File: src/rtl/assert_macros.svh
// Assertion macros for the RTL files, included by byte_pattern_search_core.
`ifndef ASSERT_MACROS_SVH
`define ASSERT_MACROS_SVH

// Checked on every rising clock edge outside of reset.
`define BPS_ASSERT(lbl, prop, msg) \
	lbl: assert property (@(posedge clk) disable iff (!arst_n) prop) else $error(msg);

// Checked on every rising clock edge, reset included.
`define BPS_ASSERT_ALWAYS(lbl, prop, msg) \
	lbl: assert property (@(posedge clk) prop) else $error(msg);

`endif

File: src/rtl/bps_pkg.sv
// ----------------------------------------------------------------------------
// bps_pkg
// Types, constants and helpers shared by the byte pattern search block.
// ----------------------------------------------------------------------------
package bps_pkg;

	localparam int PATTERN_MAX_DEF = 16;
	localparam int SOURCE_MAX_DEF  = 65536;

	localparam int BYTE_W     = 8;
	localparam int OFFSET_W   = 16;
	localparam int CFG_DATA_W = 64;
	localparam int CFG_IDX_W  = 2;
	localparam int CFG_LEN_W  = 5;
	localparam int PAT_BYTES  = 16;
	localparam int PAT_W      = PAT_BYTES * BYTE_W;

	localparam logic [CFG_IDX_W-1:0] CFG_PATTERN_LOW  = 2'd0;
	localparam logic [CFG_IDX_W-1:0] CFG_PATTERN_HIGH = 2'd1;
	localparam logic [CFG_IDX_W-1:0] CFG_PATTERN_LEN  = 2'd2;
	localparam logic [CFG_IDX_W-1:0] CFG_SEARCH_FWD   = 2'd3;

	typedef struct packed {
		logic                last;
		logic                cmp_en;
		logic [OFFSET_W-1:0] offset;
	} bps_s1_t;

	function automatic logic [BYTE_W-1:0] pattern_at(input logic [PAT_W-1:0] pat,
		input int k);
		logic [BYTE_W-1:0] b;
		b = '0;
		if (k < PAT_BYTES) begin
			b = pat[BYTE_W*k +: BYTE_W];
		end
		return b;
	endfunction

endpackage

File: src/rtl/bps_in_if.sv
// ----------------------------------------------------------------------------
// bps_in_if
// Source byte channel with a valid/ready handshake.
// ----------------------------------------------------------------------------
interface bps_in_if import bps_pkg::*; ();
	logic              valid;
	logic              ready;
	logic [BYTE_W-1:0] source_byte;
	logic              last_byte;

	modport source (output valid, output source_byte, output last_byte, input ready);
	modport sink (input valid, input source_byte, input last_byte, output ready);
endinterface

File: src/rtl/bps_out_if.sv
// ----------------------------------------------------------------------------
// bps_out_if
// Search result channel with a valid/ready handshake.
// ----------------------------------------------------------------------------
interface bps_out_if import bps_pkg::*; ();
	logic                valid;
	logic                ready;
	logic                match_found;
	logic [OFFSET_W-1:0] match_offset;

	modport source (output valid, output match_found, output match_offset, input ready);
	modport sink (input valid, input match_found, input match_offset, output ready);
endinterface

File: src/rtl/bps_window.sv
// ----------------------------------------------------------------------------
// bps_window
// Input stage: shift window of recent bytes, buffer byte counter and the
// registered per-word compare control.
// ----------------------------------------------------------------------------
module bps_window import bps_pkg::*; #(
	parameter int PATTERN_MAX = PATTERN_MAX_DEF,
	parameter int SOURCE_MAX  = SOURCE_MAX_DEF
) (
	input  logic                                clk,
	input  logic                                arst_n,
	input  logic                                in_fire,
	input  logic [BYTE_W-1:0]                   source_byte,
	input  logic                                last_byte,
	input  logic [CFG_LEN_W-1:0]                eff_len,
	input  logic                                s2_take,
	output logic [PATTERN_MAX-1:0][BYTE_W-1:0] window,
	output logic                                valid_s1,
	output bps_s1_t                             info_s1
);
	localparam int CNT_W = $clog2(SOURCE_MAX + 1);

	logic [CNT_W-1:0]                    count_q;
	logic [CNT_W-1:0]                    count_inc;
	logic                                room;
	logic [PATTERN_MAX-1:0][BYTE_W-1:0] window_q;

	assign room      = count_q < CNT_W'(SOURCE_MAX);
	assign count_inc = count_q + CNT_W'(1);
	assign window    = window_q;

	always_ff @(posedge clk or negedge arst_n) begin
		if (!arst_n) begin
			count_q  <= '0;
			valid_s1 <= 1'b0;
		end else begin
			if (in_fire) begin
				valid_s1 <= 1'b1;
				if (last_byte) begin
					count_q <= '0;
				end else if (room) begin
					count_q <= count_inc;
				end
			end else if (s2_take) begin
				valid_s1 <= 1'b0;
			end
		end
	end

	always_ff @(posedge clk) begin
		if (in_fire) begin
			info_s1.last   <= last_byte;
			info_s1.cmp_en <= room && (count_inc >= CNT_W'(eff_len));
			info_s1.offset <= OFFSET_W'(count_inc - CNT_W'(eff_len));
			if (room) begin
				for (int k = PATTERN_MAX - 1; k > 0; k--) begin
					window_q[k] <= window_q[k-1];
				end
				window_q[0] <= source_byte;
			end
		end
	end
endmodule

File: src/rtl/bps_match.sv
// ----------------------------------------------------------------------------
// bps_match
// Parallel compare of the newest pattern-length window bytes with the pattern.
// ----------------------------------------------------------------------------
module bps_match import bps_pkg::*; #(
	parameter int PATTERN_MAX = PATTERN_MAX_DEF
) (
	input  logic [PATTERN_MAX-1:0][BYTE_W-1:0] window,
	input  logic [PAT_W-1:0]                    pattern,
	input  logic [CFG_LEN_W-1:0]                eff_len,
	output logic                                equal
);
	localparam int WIN_IW = (PATTERN_MAX > 1) ? $clog2(PATTERN_MAX) : 1;

	always_comb begin
		logic [CFG_LEN_W-1:0] idx;
		equal = 1'b1;
		idx   = '0;
		for (int k = 0; k < PATTERN_MAX; k++) begin
			if (k < int'(eff_len)) begin
				idx = eff_len - CFG_LEN_W'(k) - CFG_LEN_W'(1);
				if (pattern_at(pattern, k) != window[WIN_IW'(idx)]) begin
					equal = 1'b0;
				end
			end
		end
	end
endmodule

File: src/rtl/bps_result.sv
// ----------------------------------------------------------------------------
// bps_result
// Match tracking for the open buffer and the registered result word.
// ----------------------------------------------------------------------------
module bps_result import bps_pkg::*; (
	input  logic          clk,
	input  logic          arst_n,
	input  logic          valid_s1,
	input  bps_s1_t       info_s1,
	input  logic          equal,
	input  logic          search_fwd,
	output logic          stall,
	output logic          s2_take,
	bps_out_if.source     out_ch
);
	logic                hit_q;
	logic [OFFSET_W-1:0] hit_off_q;
	logic                new_hit;
	logic                out_valid_q;
	logic                found_q;
	logic [OFFSET_W-1:0] offset_q;

	assign stall   = valid_s1 && info_s1.last && out_valid_q && !out_ch.ready;
	assign s2_take = valid_s1 && !stall;
	assign new_hit = info_s1.cmp_en && equal && (!hit_q || !search_fwd);

	assign out_ch.valid        = out_valid_q;
	assign out_ch.match_found  = found_q;
	assign out_ch.match_offset = offset_q;

	always_ff @(posedge clk or negedge arst_n) begin
		if (!arst_n) begin
			hit_q       <= 1'b0;
			hit_off_q   <= '0;
			out_valid_q <= 1'b0;
		end else begin
			if (s2_take && info_s1.last) begin
				out_valid_q <= 1'b1;
				hit_q       <= 1'b0;
				hit_off_q   <= '0;
			end else begin
				if (out_ch.ready) begin
					out_valid_q <= 1'b0;
				end
				if (s2_take && new_hit) begin
					hit_q     <= 1'b1;
					hit_off_q <= info_s1.offset;
				end
			end
		end
	end

	always_ff @(posedge clk) begin
		if (s2_take && info_s1.last) begin
			found_q  <= hit_q || new_hit;
			offset_q <= new_hit ? info_s1.offset : (hit_q ? hit_off_q : '0);
		end
	end
endmodule

File: src/rtl/byte_pattern_search_core.sv
// ----------------------------------------------------------------------------
// byte_pattern_search_core
// Streaming search for a byte pattern of 1 to 16 bytes in a byte buffer.
// ----------------------------------------------------------------------------
// The block takes one source word per cycle while the input is not stalled and
// returns one result word per buffer. The word marked last_byte passes the input
// register and then loads the result register. The input register feeds a
// parallel window compare; the sustained rate is one byte per clock unless a
// stall holds the input. The input stalls only while a closing word waits
// behind an unread result in the output register. The pattern, length and
// direction registers are to be written while no buffer is open.
module byte_pattern_search_core import bps_pkg::*; #(
	parameter int PATTERN_MAX = PATTERN_MAX_DEF,
	parameter int SOURCE_MAX  = SOURCE_MAX_DEF
) (
	input  logic                  clk,
	input  logic                  arst_n,
	input  logic                  cfg_we,
	input  logic [CFG_IDX_W-1:0]  cfg_index,
	input  logic [CFG_DATA_W-1:0] cfg_wdata,
	bps_in_if.sink                in_ch,
	bps_out_if.source             out_ch
);
`include "assert_macros.svh"

	localparam int LEN_CAP = (PATTERN_MAX < 31) ? PATTERN_MAX : 31;

	logic [CFG_DATA_W-1:0]               pat_lo_q;
	logic [CFG_DATA_W-1:0]               pat_hi_q;
	logic [CFG_LEN_W-1:0]                len_q;
	logic                                fwd_q;
	logic [CFG_LEN_W-1:0]                eff_len;
	logic                                in_fire;
	logic                                stall;
	logic                                s2_take;
	logic                                equal;
	logic                                valid_s1;
	bps_s1_t                             info_s1;
	logic [PATTERN_MAX-1:0][BYTE_W-1:0] window;

	always_ff @(posedge clk or negedge arst_n) begin
		if (!arst_n) begin
			pat_lo_q <= '0;
			pat_hi_q <= '0;
			len_q    <= CFG_LEN_W'(1);
			fwd_q    <= 1'b1;
		end else if (cfg_we) begin
			case (cfg_index)
				CFG_PATTERN_LOW:  pat_lo_q <= cfg_wdata;
				CFG_PATTERN_HIGH: pat_hi_q <= cfg_wdata;
				CFG_PATTERN_LEN:  len_q    <= cfg_wdata[CFG_LEN_W-1:0];
				CFG_SEARCH_FWD:   fwd_q    <= cfg_wdata[0];
				default: begin
				end
			endcase
		end
	end

	always_comb begin
		if (len_q == '0) begin
			eff_len = CFG_LEN_W'(1);
		end else if (int'(len_q) > LEN_CAP) begin
			eff_len = CFG_LEN_W'(LEN_CAP);
		end else begin
			eff_len = len_q;
		end
	end

	assign in_ch.ready = !stall;
	assign in_fire     = in_ch.valid && !stall;

	bps_window #(
		.PATTERN_MAX (PATTERN_MAX),
		.SOURCE_MAX  (SOURCE_MAX)
	) u_window (
		.clk         (clk),
		.arst_n      (arst_n),
		.in_fire     (in_fire),
		.source_byte (in_ch.source_byte),
		.last_byte   (in_ch.last_byte),
		.eff_len     (eff_len),
		.s2_take     (s2_take),
		.window      (window),
		.valid_s1    (valid_s1),
		.info_s1     (info_s1)
	);

	bps_match #(
		.PATTERN_MAX (PATTERN_MAX)
	) u_match (
		.window  (window),
		.pattern ({pat_hi_q, pat_lo_q}),
		.eff_len (eff_len),
		.equal   (equal)
	);

	bps_result u_result (
		.clk        (clk),
		.arst_n     (arst_n),
		.valid_s1   (valid_s1),
		.info_s1    (info_s1),
		.equal      (equal),
		.search_fwd (fwd_q),
		.stall      (stall),
		.s2_take    (s2_take),
		.out_ch     (out_ch)
	);

	`BPS_ASSERT(a_result_after_last, $rose(out_ch.valid) |-> $past(valid_s1 && info_s1.last), "result word without a closing input word")
	`BPS_ASSERT(a_offset_zero, out_ch.valid && !out_ch.match_found |-> out_ch.match_offset == '0, "nonzero offset on a miss")
	`BPS_ASSERT(a_stall_cause, !in_ch.ready |-> out_ch.valid && valid_s1 && info_s1.last, "input stalled without a pending result")
	`BPS_ASSERT_ALWAYS(a_reset_quiet, !arst_n |=> !out_ch.valid && !valid_s1, "activity during reset")
endmodule

File: src/flat_wrapper.sv
// flat-port wrapper written by rule: the top's interface ports become plain ports
module byte_pattern_search_core_flat import bps_pkg::*;
#(
	parameter int PATTERN_MAX = PATTERN_MAX_DEF,
	parameter int SOURCE_MAX  = SOURCE_MAX_DEF
)
  (clk, arst_n, cfg_we, cfg_index, cfg_wdata, in_ch_valid, in_ch_source_byte, in_ch_last_byte, in_ch_ready, out_ch_valid, out_ch_match_found, out_ch_match_offset, out_ch_ready);
  bps_in_if in_ch_i ();
  bps_out_if out_ch_i ();
  input  logic clk;
  input  logic arst_n;
  input  logic cfg_we;
  input  logic [CFG_IDX_W-1:0] cfg_index;
  input  logic [CFG_DATA_W-1:0] cfg_wdata;
  input wire logic [$bits(in_ch_i.valid)-1:0] in_ch_valid;
  input wire logic [$bits(in_ch_i.source_byte)-1:0] in_ch_source_byte;
  input wire logic [$bits(in_ch_i.last_byte)-1:0] in_ch_last_byte;
  output wire logic [$bits(in_ch_i.ready)-1:0] in_ch_ready;
  output wire logic [$bits(out_ch_i.valid)-1:0] out_ch_valid;
  output wire logic [$bits(out_ch_i.match_found)-1:0] out_ch_match_found;
  output wire logic [$bits(out_ch_i.match_offset)-1:0] out_ch_match_offset;
  input wire logic [$bits(out_ch_i.ready)-1:0] out_ch_ready;
  assign in_ch_i.valid = in_ch_valid;
  assign in_ch_i.source_byte = in_ch_source_byte;
  assign in_ch_i.last_byte = in_ch_last_byte;
  assign in_ch_ready = in_ch_i.ready;
  assign out_ch_valid = out_ch_i.valid;
  assign out_ch_match_found = out_ch_i.match_found;
  assign out_ch_match_offset = out_ch_i.match_offset;
  assign out_ch_i.ready = out_ch_ready;
  byte_pattern_search_core #(.PATTERN_MAX(PATTERN_MAX), .SOURCE_MAX(SOURCE_MAX)) u_core (.clk(clk), .arst_n(arst_n), .cfg_we(cfg_we), .cfg_index(cfg_index), .cfg_wdata(cfg_wdata), .in_ch(in_ch_i), .out_ch(out_ch_i));
endmodule
File: config.mk
export PLATFORM = sky130hd
export DESIGN_NAME = byte_pattern_search_core_flat
export DESIGN_NICKNAME = d
export VERILOG_FILES = /design/src/rtl/bps_pkg.sv /design/src/rtl/bps_in_if.sv /design/src/rtl/bps_out_if.sv /design/src/rtl/bps_window.sv /design/src/rtl/bps_match.sv /design/src/rtl/bps_result.sv /design/src/rtl/byte_pattern_search_core.sv /design/src/flat_wrapper.sv
export VERILOG_INCLUDE_DIRS = /design/src /design/src/rtl
export SDC_FILE = /design/constraint.sdc
export NUM_CORES = 1
export LEC_CHECK = 0
export BUFFER_PORTS_ARGS = -buffer_cell sky130_fd_sc_hd__buf_2
export CORE_AREA = 4 4 207 209
export DETAILED_ROUTE_END_ITERATION = 12
export DIE_AREA = 0 0 211 213
export HOLD_SLACK_MARGIN = 0.12
export PLACE_DENSITY = 0.73
export SYNTH_ARGS = -nofsm -noshare
export SYNTH_HDL_FRONTEND = slang
export SYNTH_SLANG_ARGS = --single-unit
File: constraint.sdc
create_clock -name clk -period 9.6 [get_ports clk]
set_clock_uncertainty 0.2 [all_clocks]
set_input_delay 1.92 -clock clk [delete_from_list [all_inputs] [get_ports clk]]
set_output_delay 1.92 -clock clk [all_outputs]
set_load 0.01 [all_outputs]
==> report_table.html <==
<table>
<tr><th>Metric</th><th>Value</th></tr>
<tr><th colspan="2">Routing</th></tr>
<tr><td>WL per Instance</td><td>roughly 28 um</td></tr>
<tr><td>Number of nets with antenna violations after routing</td><td>0</td></tr>
<tr><td>Drt first-iter violations</td><td>roughly 2200</td></tr>
<tr><td>Router iterations before antenna repair</td><td>6</td></tr>
<tr><td>Final wirelength</td><td>around 65000 um</td></tr>
<tr><td>Total vias in the final route</td><td>about 16000</td></tr>
<tr><td>Via-to-Cell Ratio</td><td>6.83</td></tr>
<tr><td>Detailed-route DRC error count</td><td>0</td></tr>
<tr><th colspan="2">Synth</th></tr>
<tr><td>Average cell area after synthesis</td><td>12.1 um^2</td></tr>
<tr><td>Part of the Yosys area used for sequential elements</td><td>43.4%</td></tr>
<tr><td>Post-Syn Instances</td><td>between 1500 and 2000</td></tr>
<tr><td>Primary flip-flop cell chosen by synthesis mapping</td><td>dfrtp_1</td></tr>
<tr><td>Unique masters post-synth</td><td>77</td></tr>
<tr><td>Async set-or-reset flop fraction in the synthesized netlist</td><td>between 50 and 60%</td></tr>
<tr><td>Synth Warn #</td><td>0</td></tr>
<tr><td>Post-synthesis net count</td><td>1830</td></tr>
<tr><td>Total of flip-flops plus latches after synthesis</td><td>333</td></tr>
<tr><td>EDFF count, synth</td><td>163</td></tr>
<tr><td>Cell Area, Synth</td><td>roughly 21000 um^2</td></tr>
<tr><th colspan="2">Worst setup path</th></tr>
<tr><td>Req. time, crit path</td><td>9.87 ns</td></tr>
<tr><td>FF-to-FF End</td><td>u_core.u_result.hit_off_q[2]$_DFFE_PN0P_</td></tr>
<tr><td>Critical Path AT</td><td>roughly 8 ns</td></tr>
<tr><td>Reg-to-reg critical path startpoint</td><td>u_core.len_q[2]$_DFFE_PN0P_</td></tr>
<tr><td>CP max FO</td><td>55</td></tr>
<tr><td>CP peak stage delay</td><td>1.01 ns</td></tr>
<tr><td>Register-to-Register Setup Slack</td><td>2.08 ns</td></tr>
<tr><td>Crit path kind</td><td>flop to flop</td></tr>
<tr><td>CP most frequent cell</td><td>or4_1</td></tr>
<tr><td>Worst Setup End Kind</td><td>flop</td></tr>
<tr><td>Critical-path cell with the highest stage delay</td><td>or4_1</td></tr>
<tr><td>Cells along the critical path</td><td>or4_1 -&gt; nand2_4 -&gt; inv_4 -&gt; ha_4 -&gt; buf_4 -&gt; nand2b_1 -&gt; a22oi_1 -&gt; or2_2 -&gt; mux4_2 -&gt; xor2_1 -&gt; nor4_1 -&gt; nand2_1 -&gt; a2111o_1 -&gt; o31a_1 -&gt; or4_1 -&gt; mux2i_1</td></tr>
<tr><td>Reg2Reg Depth</td><td>16</td></tr>
<tr><td>Startpoint class of the critical path</td><td>flop</td></tr>
<tr><th colspan="2">Power and ir drop</th></tr>
<tr><td>Switching power</td><td>2370 uW</td></tr>
<tr><td>Switching fraction of total power</td><td>about two fifths</td></tr>
<tr><td>Leakage component of the power</td><td>0.00901 uW</td></tr>
<tr><td>P_int</td><td>about 3800 uW</td></tr>
<tr><td>Post-route total power</td><td>6180 uW</td></tr>
<tr><td>Maximum VDD drop</td><td>155 uV</td></tr>
<tr><td>Register share of total power</td><td>30.1%</td></tr>
<tr><td>P per Cell Area</td><td>265 nW/um^2</td></tr>
<tr><td>Logic gate share of total power</td><td>44.8%</td></tr>
<tr><td>Clock group share of total power</td><td>25.1%</td></tr>
<tr><th colspan="2">Final layout</th></tr>
<tr><td>Fraction of layout cells with a size suffix above 1</td><td>28.4%</td></tr>
<tr><td>Cell area after layout</td><td>23300 um^2</td></tr>
<tr><td>Filler instances</td><td>3283</td></tr>
<tr><td>Post-synthesis to final-layout area growth</td><td>10.7%</td></tr>
<tr><td>Final layout net count</td><td>around 1900</td></tr>
<tr><td>Number of antenna diodes</td><td>0</td></tr>
<tr><th colspan="2">STA</th></tr>
<tr><td>Number of pins exceeding their max-slew limit in the final report</td><td>0</td></tr>
<tr><td>Final critical-path required period</td><td>7.52 ns</td></tr>
<tr><td>Share of the clock period used by the worst path</td><td>78.4%</td></tr>
<tr><td>Final count of negative-setup-slack endpoints</td><td>0</td></tr>
<tr><td>Maximum operating frequency</td><td>around 0.13 GHz</td></tr>
<tr><td>Final total negative setup slack</td><td>0 ns</td></tr>
<tr><td>Number of endpoints with negative hold slack in the final report</td><td>0</td></tr>
<tr><td>Setup repair after global routing missed its margin</td><td>false</td></tr>
<tr><td>Worst hold slack</td><td>~0.32 ns</td></tr>
<tr><td>Slack of the critical path</td><td>about 2.1 ns</td></tr>
<tr><td>Transition at the pin with the smallest max-transition slack</td><td>around 1.4 ns</td></tr>
<tr><td>Max_slew headroom</td><td>9.31%</td></tr>
<tr><th colspan="2">Floorplan</th></tr>
<tr><td>Core Footprint</td><td>40800 um^2</td></tr>
<tr><td>Placement Rows</td><td>74</td></tr>
<tr><td>Area enclosed by the die boundary</td><td>around 45000 um^2</td></tr>
<tr><td>Die height</td><td>213 um</td></tr>
<tr><td>Die Span X</td><td>211 um</td></tr>
<tr><td>IO Pins</td><td>99</td></tr>
<tr><td>Initial core utilization</td><td>roughly 52%</td></tr>
<tr><th colspan="2">Worst hold path</th></tr>
<tr><td>Type of the most critical hold path</td><td>flop to flop</td></tr>
<tr><td>Worst hold path endpoint</td><td>u_core.pat_lo_q[25]$_DFFE_PN0P_</td></tr>
<tr><td>Critical hold path startpoint</td><td>u_core.pat_lo_q[25]$_DFFE_PN0P_</td></tr>
<tr><td>Worst hold path depth</td><td>1</td></tr>
<tr><th colspan="2">Place</th></tr>
<tr><td>Count of port buffers added during placement</td><td>98</td></tr>
<tr><td>Detailed Place HPWL</td><td>46800 um</td></tr>
<tr><td>Dpl cell area</td><td>around 22000 um^2</td></tr>
<tr><td>Routability congestion estimate</td><td>1.01</td></tr>
<tr><td>Setup WS pre-CTS</td><td>2.24 ns</td></tr>
<tr><th colspan="2">Clock network</th></tr>
<tr><td>CTS tree</td><td>done</td></tr>
<tr><td>Total number of H-tree levels</td><td>2</td></tr>
<tr><td>TritonCTS buffer count</td><td>40</td></tr>
<tr><td>Clock Tree Buf Depth</td><td>3</td></tr>
<tr><td>Latest clock arrival within the worst-skew pair</td><td>0.57 ns</td></tr>
<tr><td>Number of post-CTS setup repair buffers</td><td>0</td></tr>
<tr><td>Number of instances resized during post-cts repair</td><td>0</td></tr>
<tr><td>CTS clock-pin slew for the worst setup and hold paths</td><td>0.06 ns</td></tr>
<tr><td>Clock Sink Count</td><td>between 300 and 400</td></tr>
<tr><td>Clock tree root buffer cell</td><td>clkbuf_16</td></tr>
<tr><td>Number of buffers added to fix hold violations after cts</td><td>0</td></tr>
<tr><th colspan="2">Global route</th></tr>
<tr><td>Number of global-route vias before repair</td><td>15200</td></tr>
<tr><td>Wire length of the first global-routing pass</td><td>96900 um</td></tr>
<tr><td>Antenna violations before repair</td><td>3</td></tr>
<tr><td>Total global routing overflow</td><td>0</td></tr>
<tr><td>Maximum number of pins on one net before global-route repair</td><td>69</td></tr>
<tr><td>Global router's overall resource usage</td><td>28.4%</td></tr>
<tr><th colspan="2">Run status</th></tr>
<tr><td>Status</td><td>finished, final reports clean</td></tr>
<tr><th colspan="2">Job</th></tr>
<tr><td>Total of max-cap violations</td><td>0</td></tr>
</table>
==> power groups by stage <==
stage               Combinational (uW)  Sequential [uW]  Clock, uW
floorplan                         1990             1810          0
global placement                  2660             1870          0
detailed placement                2690             1880          0
CTS                               2710             1850       1590
global route                      2940             1870       1650
finish                            2770             1860       1560
==> critical path: cells and delay by family (launching register included) <==
kind                       cells  cell delay [ns]
xor gates and xnor gates       1             0.16
muxes                          2             0.82
AOI/OAI and AO/OA              3             0.81
adders and majority gates      1             0.82
and+or+nand+nor                7             3.25
DFF                            1             0.68
buffers and inverters          2             0.61
==> cells in the final DEF, fill, tap and decap left out, types with 41 or more instances in the layout <==
master / instances
dfrtp_1: 168
nand2_1: 152
edfxtp_1: 163
buf_2: 97
nand2b_1: 41
a22oi_1: 72
mux2i_1: 58
nor2_1: 43
clkbuf_16: 42
xor2_1: 86
mux4_2: 117
mux2_2: 179
==> layer usage <==
metal	vias up	global-route usage [%]	wire length (um)
li1	6910	-	-
met5	-	0	0
met4	0	10.6	2800
met1	8006	40.6	26400
met2	934	40.8	27900
met3	156	9.36	7740
==> synth_stat cells, types with 15 or more instances <==
library cell	number	area, um^2
nand2b_1	41	257
mux4_2	117	2640
edfxtp_1	163	4890
clkbuf_1	81	304
o21a_1	17	128
xnor2_1	44	385
a22o_1	23	201
xor2_1	86	753
a222oi_1	37	370
dfrtp_1	168	4200
nand2_1	152	571
nor4_1	19	119
buf_2	19	95.1
nor2_1	44	165
a21oi_1	40	200
a22oi_1	72	541
nand4_1	16	100
a211oi_1	34	255
o21ai_0	36	180
nor3_1	15	75.1
o221ai_1	22	193
and3_1	28	175
mux2i_1	58	581
mux2_2	179	2020
nand3_1	15	75.1
inv_1	32	120
==> per-stage QoR <==
stage	instances	util [%]
after CTS	2345	57.1
after floorplan	1736	-
after detailed placement	2272	53.8
final	2345	57.1
after global placement	2272	53.8
after global routing	2345	57.1
==> sequential cells by signal, indices dropped and copies added (netlist names) <==
register / cells
u_core.pat_lo_q: 64
u_core.len_q: 5
u_core.u_result.out_ch.match_offset: 16
u_core.u_window.count_q: 17
u_core.u_result.hit_q: 1
u_core.u_result.out_ch.valid: 1
u_core.u_window.window: 128
u_core.u_window.info_s1: 18
u_core.u_result.out_ch.match_found: 1
u_core.fwd_q: 1
u_core.u_window.valid_s1: 1
u_core.u_result.hit_off_q: 16
u_core.pat_hi_q: 64
==> layout make-up <==
type	instances	area (um^2)	share of cell area, %
clock buffer	51	1110	4.78
clock inverter	22	225	0.966
inverter	36	138	0.590
multi-input combinational	1246	11300	48.5
sequential	333	9160	39.3
tap	532	666	2.85
timing repair buffer	125	699	3.00
==> worst max path at each step <==
| stage | start | to | slack (ns) |
|---|---|---|---|
| after global routing | u_core.len_q[2]$_DFFE_PN0P_ | u_core.u_result.hit_off_q[8]$_DFFE_PN0P_ | 1.78 |
| after detailed placement | u_core.len_q[2]$_DFFE_PN0P_ | u_core.u_result.hit_off_q[15]$_DFFE_PN0P_ | 2.24 |
| final | u_core.len_q[2]$_DFFE_PN0P_ | u_core.u_result.hit_off_q[2]$_DFFE_PN0P_ | 2.08 |
| after CTS | u_core.len_q[2]$_DFFE_PN0P_ | u_core.u_result.hit_off_q[2]$_DFFE_PN0P_ | 2.21 |
| after global placement | u_core.len_q[2]$_DFFE_PN0P_ | u_core.u_result.hit_off_q[10]$_DFFE_PN0P_ | 2.35 |
| after floorplan | out_ch_ready | u_core.u_window.window[0]$_DFFE_PP_ | 1.17 |
==> kinds of logic after synthesis <==
| kind of cell | count (synthesis) | share of synthesized area [%] |
|---|---|---|
| adder cells (fa/ha/maj) | 14 | 0.867 |
| flip-flops | 333 | 43.4 |
| AND/OR/NAND/NOR | 388 | 9.37 |
| XOR/XNOR | 130 | 5.41 |
| buffers and inverters | 157 | 3.19 |
| multiplexers | 354 | 24.8 |
| AO/OA/AOI/OAI | 360 | 12.9 |
No activity file was read; power rests on OpenSTA's default activity.
